<file path="config.mk">
export PLATFORM = sky130hd
export DESIGN_NAME = rofr_edge
export DESIGN_NICKNAME = d
export VERILOG_FILES = /design/src/rtl/core/rect_outline_fill_raster_defines.svh /design/src/rtl/core/rofr_pkg.sv /design/src/rtl/core/rofr_edge.sv
export SDC_FILE = /design/constraint.sdc
export NUM_CORES = 1
export LEC_CHECK = 0
export BUFFER_PORTS_ARGS = -buffer_cell sky130_fd_sc_hd__buf_2
export CORE_ASPECT_RATIO = 2
export CORE_MARGIN = 1.5
export CORE_UTILIZATION = 35
export DETAILED_ROUTE_END_ITERATION = 6
export GPL_TIMING_DRIVEN = 0
export SLEW_MARGIN = 20
export SYNTH_ARGS = -nofsm -noshare
export SYNTH_HDL_FRONTEND = slang
export SYNTH_SLANG_ARGS = --single-unit
</file>
<file path="constraint.sdc">
create_clock -name vclk -period 2.4
set_clock_uncertainty 0.15 [all_clocks]
set_input_delay 0.24 -clock vclk [all_inputs]
set_output_delay 0.24 -clock vclk [all_outputs]
set_load 0.005 [all_outputs]
</file>
<file path="src/rtl/core/rect_outline_fill_raster_defines.svh">
// assertion helpers for the rasterizer
`ifndef RECT_OUTLINE_FILL_RASTER_DEFINES_SVH
`define RECT_OUTLINE_FILL_RASTER_DEFINES_SVH

// checked only while out of reset
`define ROFR_ASSERT(lbl, clk, rstn, prop, msg) \
    lbl: assert property (@(posedge clk) disable iff (!rstn) prop) else $error(msg);

// checked at every edge, reset included
`define ROFR_ASSERT_ALWAYS(lbl, clk, prop, msg) \
    lbl: assert property (@(posedge clk) prop) else $error(msg);

`endif

</file>
<file path="src/rtl/core/rofr_pkg.sv">
package rofr_pkg;

    localparam int IN_TDATA_W  = 128;
    localparam int OUT_TDATA_W = 16;
    localparam int COORD_W     = 24;
    localparam int CHAR_W      = 8;
    localparam int CFG_DATA_W  = 9;
    localparam int CFG_ADDR_W  = 2;

    localparam logic [1:0] FUNC_DRAW  = 2'd0;
    localparam logic [1:0] FUNC_READ  = 2'd1;
    localparam logic [1:0] FUNC_CLEAR = 2'd2;
    localparam logic [1:0] FUNC_NOP   = 2'd3;

    localparam logic [CFG_ADDR_W-1:0] REG_FRAME_WIDTH  = 2'd0;
    localparam logic [CFG_ADDR_W-1:0] REG_FRAME_HEIGHT = 2'd1;
    localparam logic [CFG_ADDR_W-1:0] REG_BG_CHAR      = 2'd2;

    localparam logic [CFG_DATA_W-1:0] FRAME_WIDTH_RST  = 9'd256;
    localparam logic [CFG_DATA_W-1:0] FRAME_HEIGHT_RST = 9'd256;
    localparam logic [CHAR_W-1:0]     BG_CHAR_RST      = 8'd32;

    typedef struct packed {
        logic in_span;
        logic border;
    } hit_t;

endpackage

</file>
<file path="src/rtl/core/rofr_edge.sv">
module rofr_edge #(
    parameter int CW = 27
) (
    input  logic signed [CW-1:0] p,
    input  logic signed [CW-1:0] lo,
    input  logic signed [CW-1:0] hi,
    input  logic signed [CW-1:0] blo,
    input  logic signed [CW-1:0] bhi,
    output rofr_pkg::hit_t       hit
);

    // inside the span, and within one unit of either end
    assign hit.in_span = (p >= lo) && (p <= hi);
    assign hit.border  = (p < blo) || (p > bhi);

endmodule

</file>
==> impl_metrics.tcl, run 1 <==
set metrics [dict create \
    status "complete, but fails checks" \
    violations "setup timing" \
    grt_pass1_wl_mm 14.0 \
    setup.worst_path.class "in -> out" \
    min_from "lo[0]" \
    layout_setup_ws_ns -0.0165 \
    area_delta_synth_final_pct 60.4 \
    crit_required_ns 2.01 \
    fin_crit_sh_pct 101 \
    drt_iter0_markers 69 \
    die_w_um 65.6 \
    fp.dieH_um 128 \
    vias 3260 \
    hold_end "hit[1]" \
    layout_commonest_cell "buf_2" \
    layout.nets 781 \
    cp-end-kind "output port" \
    place_hpwl_mm 7.94 \
    cts_hold_buffers 0 \
    routed_wl_mm 9.51 \
    timing.fmax_mhz 414 \
    power.leakage_nw 2.41 \
    slew_headroom_pct 75.3 \
    synth_nets 624 \
    min_path_type "in -> out" \
    synth_area_sq_mm 0.00275 \
    gp_congestion 0.846 \
    slowest_stage "ha_4" \
    peakVddDrop_uv 88.9 \
    nFlopsAndLatches 0 \
    boundaryPins 137 \
    drcViolationCount 0 \
    synth_cell_types 38 \
    core_sq_mm 0.00760 \
    ant_nets 0 \
    min_delay_path_depth 6 \
    grt_max_degree 5 \
    cp.arrival_ns 2.03 \
    start_util_pct 36.1 \
    drv_cap 0 \
    nClkBuffers 0 \
    dp_slack_ns -0.314 \
    fin_crit_ns 2.42 \
    antenna_cells 0 \
    grt_overflow 0 \
    ys_warn_count 0 \
    dieArea_sq_mm 0.00842 \
    antenna_found_initial 0 \
    worstPathMaxFanout 4 \
    crit_family "simple AND/OR/NAND/NOR gates" \
    regArea_sq_um 0 \
    start_kind "input pin" \
    synth.avg_cell_area_sq_um 7.19 \
    grt_pass1_vias 3320 \
    wl_per_cell_um 15.1 \
    finalHoldViolCount 0 \
    port-buffer-count 137 \
    firstDrtPassIters 4 \
    layout-drive-gt1-share_pct 43.8 \
    layout_common_cells "125 x buf_2, 97 x inv_1, 72 x ha_1" \
    finalSetupViolations 1 \
    critical-path-max-stage-delay_ns 0.26 \
    num_rows 45 \
    synthCells 382 \
    worstMarginPinSlew_ns 0.370 \
    ys_seq_area_share_pct 0 \
    vias_per_cell 5.17 \
    rsz0062_at_grt "true" \
    power_mw 0.769 \
    cp.buffers_inverters 4 \
    power_density_mw_per_mm2 175 \
    slew_violations 0 \
    crit_chain "buf_6 > ha_4 > nand4_1 > buf_4 > nor4_4 > nand4_1 > buf_4 > nor4_2 > o22a_1 > buf_2" \
    grt_usage_pct 21.0 \
]
[cell families after synthesis]
| group | after synthesis | share of synthesized area, % |
|---|---|---|
| and+or+nand+nor | 80 | 16.6 |
| adders and majority gates | 107 | 48.7 |
| buffers and inverters | 109 | 14.9 |
| xor gates and xnor gates | 2 | 0.638 |
| AOI/OAI and AO/OA | 84 | 19.1 |
[worst max-delay path by stage]
stage	startpoint	endpoint	slack, ns	cells past startpoint
after global routing	hi[22]	hit[1]	-0.11	11
after CTS	p[20]	hit[1]	-0.02	9
after floorplan	hi[26]	hit[1]	0.34	8
after global placement	p[26]	hit[1]	-0.30	9
final	p[22]	hit[1]	-0.02	10
after detailed placement	p[26]	hit[1]	-0.31	9
[cells in the mapped netlist (all sizes together)]
master	n	area share [%]
nand3	11	2.0
inv	109	15
nand3b	2	0.55
nor3	4	0.73
a21boi	1	0.27
a21oi	39	7.1
ha	107	49
nor4bb	1	0.36
a21o	5	1.4
xor2	1	0.32
a211o	1	0.32
a221o	2	0.73
nor4	7	2.3
nand4	17	4.9
and2	2	0.46
o21ai	17	3.1
o2111ai	2	0.87
o22a	1	0.32
a2111oi	3	1.2
nand2b	2	0.55
o32ai	1	0.32
o21a	1	0.27
and3	1	0.23
o221ai	1	0.32
xnor2	1	0.32
nor2b	1	0.23
nand2	26	3.6
a221oi	3	0.96
a2bb2oi	1	0.32
nor2	6	0.82
a211oi	6	1.6
[timing repair]
action,in CTS,in global routing
endpoints found under the hold margin,0,0
pin swaps,28,32
buffers inserted,5,13
resized for setup,53,60
setup endpoints to repair,2,2
[tightest hold or removal path: stages]
cell and delay, ns:
buf_2 0.08, ha_1 0.21, nand3_1 0.06, nor4_1 0.04, o22a_1 0.16, buf_2 0.12
[through the flow]
step           hold slack [ns]  std cells  TNS [ns]  area (sq um)  util, %
3_3_place_gp             0.990        613    -0.515          3550     46.7
6_report                  1.01        631   -0.0165          4400     57.9
3_5_place_dp              1.00        613    -0.513          3550     46.7
2_1_floorplan            0.718        382         0          2750        -
5_1_grt                   1.04        631    -0.155          4400     57.9
4_1_cts                   1.01        618   -0.0246          3970     52.2
[per-layer routing]
layer | GRT usage (%) | wire length [um] | vias to the layer above
met3 | 1.23 | 401 | 18
met1 | 17.8 | 3130 | 1481
met4 | 6.25 | 280 | 0
met2 | 47.2 | 5700 | 110
met5 | 0 | 0 | -
li1 | - | - | 1651
[power breakdown]
group | internal, mW | leakage (nW) | switching, mW
sequential | 0 | 0 | 0
combinational | 0.383 | 2.41 | 0.387
clock | 0 | 0 | 0
[cell type report]
cell class / count / area (sq um)
fillers: 767 / 3200
multi-input cells: 273 / 2970
repair buffers: 155 / 910
inverters: 109 / 409
well taps: 94 / 118
(Power assumes the default switching activity.)
==> inputs of run 2 (changes only) <==
Settings changed: CELL_PAD_IN_SITES_DETAIL_PLACEMENT from default to 1, CELL_PAD_IN_SITES_GLOBAL_PLACEMENT from default to 1, CORE_MARGIN 1.5 to 4, CORE_UTILIZATION 35 to 33, PLACE_DENSITY_LB_ADDON from default to 0.1.
==> impl_metrics.tcl, run 2 (synthesized netlist as in run 1, its figures left out) <==
set metrics [dict create \
    final_area_sq_mm 0.00415 \
    dp_slack_ns -0.357 \
    layout_setup_ws_ns -0.0338 \
    min_from "p[26]" \
    core_sq_mm 0.00800 \
    slew_headroom_pct 73.5 \
    power_density_mw_per_mm2 175 \
    antenna_cells 0 \
    min_path_type "in -> out" \
    finalSetupViolations 1 \
    gp_congestion 0.850 \
    start_util_pct 34.3 \
    area_delta_synth_final_pct 51.2 \
    timing.fmax_mhz 411 \
    regArea_sq_um 0 \
    layout-drive-gt1-share_pct 38.4 \
    drv_cap 0 \
    drt_iter0_markers 31 \
    crit_family "simple AND/OR/NAND/NOR gates" \
    violations "setup timing" \
    start_kind "input pin" \
    grt_overflow 0 \
    finalHoldViolCount 0 \
    peakVddDrop_uv 77.2 \
    routed_wl_mm 10.9 \
    cp.buffers_inverters 2 \
    grt_pass1_wl_mm 16.8 \
    nFlopsAndLatches 0 \
    power.leakage_nw 2.37 \
    num_rows 46 \
    fin_crit_ns 2.43 \
    status "complete, but fails checks" \
    cts_hold_buffers 0 \
    worstPathMaxFanout 4 \
    num-fill-cells 1051 \
    grt_max_degree 5 \
    grt_usage_pct 21.6 \
    antenna_found_initial 0 \
    min_delay_path_depth 5 \
    critical-path-max-stage-delay_ns 0.37 \
    slowest_stage "nor4_4" \
    place_hpwl_mm 9.65 \
    port-buffer-count 137 \
    vias_per_cell 5.26 \
    vias 3290 \
    worstMarginPinSlew_ns 0.388 \
    cp.arrival_ns 2.04 \
    fp.dieH_um 137 \
    rsz0062_at_grt "true" \
    ant_nets 0 \
    nClkBuffers 0 \
    grt_pass1_vias 3702 \
    crit_start "p[26]" \
    finalNonFillerCells 625 \
    layout_common_cells "125 x buf_2, 101 x inv_1, 85 x ha_1" \
    slew_violations 0 \
    die_w_um 72.5 \
    crit_chain "buf_12 > ha_4 > nand4_4 > nor4_4 > nand4_1 > o2111ai_2 > xor2_1 > o22a_1 > buf_2" \
    fin_crit_sh_pct 101 \
    placed_cells 615 \
    dieArea_sq_mm 0.00993 \
    layout_commonest_cell "buf_2" \
    firstDrtPassIters 4 \
    drcViolationCount 0 \
    setup.worst_path.class "in -> out" \
    place_area_sq_mm 0.00355 \
    hold_end "hit[0]" \
    crit_required_ns 2.01 \
    layout.nets 773 \
    cp-end-kind "output port" \
    wl_per_cell_um 17.4 \
    boundaryPins 137 \
]
## run 2: changes by cell type in the layout (fill, tap and decap cells not counted), moves of 2 or more
cell       delta
buf_4         -9
o21ai_0       +2
nand2_2       -3
inv_1         +4
inv_2         -4
ha_4         -13
nand2_1       +3
ha_1         +13
buf_12        +2
a2111oi_2     -2
a221oi_2      -2
a221oi_1      +2
o21ai_1       -2
## run 2: stage by stage
| stage | hold WS (ns) | util [%] | power, mW | setup TNS (ns) |
|---|---|---|---|---|
| 2_1_floorplan | 0.718 | - | 0.336 | 0 |
| 3_3_place_gp | 0.996 | 44.4 | 0.568 | -0.530 |
| 3_5_place_dp | 1.01 | 44.4 | 0.599 | -0.540 |
| 4_1_cts | 0.978 | 50.8 | 0.709 | -0.0676 |
| 5_1_grt | 0.944 | 51.9 | 0.828 | -0.240 |
| 6_report | 0.904 | 51.9 | 0.726 | -0.0338 |
## run 2: layout make-up
| cell class | instances | area (sq um) | area share [%] |
|---|---|---|---|
| Tap cell | 96 | 120 | 2.89 |
| Multi-Input combinational cell | 273 | 2760 | 66.4 |
| Timing Repair Buffer | 147 | 867 | 20.9 |
| Inverter | 109 | 409 | 9.85 |
## run 2: worst max-delay path by stage
stage               endpoint  slack (ns)  cells past startpoint
finish                hit[1]       -0.03                      9
detailed placement    hit[1]       -0.36                      9
floorplan             hit[1]        0.34                      8
global route          hit[1]       -0.14                      9
CTS                   hit[1]       -0.07                      9
global placement      hit[1]       -0.38                      9
## run 2: report_power, final
part           internal (mW)  switching [mW]  total (mW)
clock                      0               0           0
combinational          0.355           0.371       0.726
sequential                 0               0           0
## run 2: per-layer routing
layer / global-route usage [%] / routed length (um) / vias up
li1: - / - / 1633
met1: 17.0 / 3120 / 1549
met2: 50.4 / 6890 / 92
met3: 1.18 / 487 / 16
met4: 6.67 / 399 / 0
met5: 0 / 0 / -
## run 2: what timing repair did
item / 4_1_cts / 5_1_grt
resized for setup: 70 / 12
setup buffers: 9 / 1
pin swaps: 28 / 11
setup endpoints to repair: 2 / 2
==> inputs of run 3 (changes only) <==
Settings changed: PLACE_DENSITY from default to 0.82, PLACE_DENSITY_LB_ADDON 0.1 to default.
==> impl_metrics.tcl, run 3 (synthesized netlist as in run 1, its figures left out) <==
set metrics [dict create \
    status "complete, but fails checks" \
    violations "setup timing" \
    slew_violations 0 \
    dp_slack_ns -0.427 \
    place_hpwl_mm 9.68 \
    cp.arrival_ns 2.11 \
    layout.nets 776 \
    min_path_type "in -> out" \
    core_sq_mm 0.00800 \
    fin_tns_setup_ns -0.103 \
    routed_wl_mm 11.9 \
    setup.worst_path.class "in -> out" \
    grt_pass1_vias 3851 \
    worstPathMaxFanout 4 \
    wl_per_cell_um 18.9 \
    fin_crit_ns 2.50 \
    grt_overflow 0 \
    port-buffer-count 137 \
    boundaryPins 137 \
    dieArea_sq_mm 0.00993 \
    die_w_um 72.5 \
    area_delta_synth_final_pct 50.0 \
    gp_congestion 0.903 \
    firstDrtPassIters 4 \
    power_density_mw_per_mm2 181 \
    vias_per_cell 5.49 \
    timing.fmax_mhz 400 \
    layout_commonest_cell "buf_2" \
    fp.dieH_um 137 \
    cp-end-kind "output port" \
    nClkBuffers 0 \
    peakVddDrop_uv 81.5 \
    layout-drive-gt1-share_pct 36.8 \
    finalHoldViolCount 0 \
    ant_nets 0 \
    worstMarginPinSlew_ns 0.374 \
    vias 3448 \
    antenna_found_initial 0 \
    min_delay_path_depth 6 \
    drt_iter0_markers 75 \
    crit_required_ns 2.01 \
    drcViolationCount 0 \
    hold_end "hit[1]" \
    fin_crit_sh_pct 104 \
    start_kind "input pin" \
    finalSetupViolations 1 \
    num_rows 46 \
    grt_max_degree 5 \
    power.leakage_nw 2.39 \
    regArea_sq_um 0 \
    slew_headroom_pct 74.9 \
    start_util_pct 34.3 \
    drv_cap 0 \
    num-fill-cells 1036 \
    rsz0062_at_grt "true" \
    layout_setup_ws_ns -0.103 \
    grt_usage_pct 20.8 \
    nFlopsAndLatches 0 \
    layout_common_cells "124 x buf_2, 102 x inv_1, 88 x ha_1" \
    grt_pass1_wl_mm 16.5 \
    antenna_cells 0 \
    min_from "lo[0]" \
]
[run 3: cell count changes in the layout (fill, tap and decap cells not counted), sizes merged]
cell and change:
buf +3
[run 3: final cells by class]
cell class / instances / area [sq um] / share of cell area [%]
multi-input cells: 273 / 2720 / 66.0
repair buffers: 150 / 872 / 21.2
inverters: 109 / 409 / 9.93
well taps: 96 / 120 / 2.92
[run 3: metrics by stage]
| step | hold WS (ns) | cell area [sq um] | instances | util (%) | power, mW |
|---|---|---|---|---|---|
| 6_report | 1.02 | 4120 | 628 | 51.5 | 0.744 |
| 5_1_grt | 1.05 | 4120 | 628 | 51.5 | 0.832 |
| 4_1_cts | 1.01 | 3720 | 618 | 46.6 | 0.638 |
| 3_5_place_dp | 1.01 | 3550 | 615 | 44.4 | 0.597 |
| 3_3_place_gp | 0.995 | 3550 | 615 | 44.4 | 0.560 |
| 2_1_floorplan | 0.718 | 2750 | 382 | - | 0.336 |
[run 3: critical path, cell delays in order]
cell,delay (ns)
buf_2,0.14
ha_1,0.32
nand2_1,0.15
o21ai_0,0.17
a221oi_2,0.43
o2111ai_2,0.18
xnor2_1,0.22
o22a_1,0.15
buf_2,0.11
[run 3: how the worst max path moves through the flow]
stage / from / endpoint / slack, ns / cells after the start
2_1_floorplan: hi[26] / hit[1] / 0.34 / 8
3_3_place_gp: p[2] / hit[1] / -0.38 / 9
3_5_place_dp: p[8] / hit[1] / -0.43 / 9
4_1_cts: p[22] / hit[1] / -0.11 / 9
5_1_grt: p[18] / hit[1] / -0.26 / 9
6_report: p[18] / hit[1] / -0.10 / 9
[run 3: timing repair]
action                                  4_1_cts  5_1_grt
buffers inserted                              3       10
endpoints found under the setup margin        2        2
pin swaps                                    13       31
gates resized for setup                      28       47
hold buffers                                  0        0
[run 3: power breakdown]
group / leakage (nW) / internal (mW) / switching [mW]
registers: 0 / 0 / 0
clock network: 0 / 0 / 0
logic: 2.39 / 0.355 / 0.389
total: 2.39 / 0.355 / 0.389
[run 3: per-layer routing]
layer	up-vias	global-route usage [%]	routed length, um
li1	1636	-	-
met1	1625	18.0	3540
met2	137	45.1	7120
met3	50	1.76	533
met4	0	8.42	666
met5	-	0	0
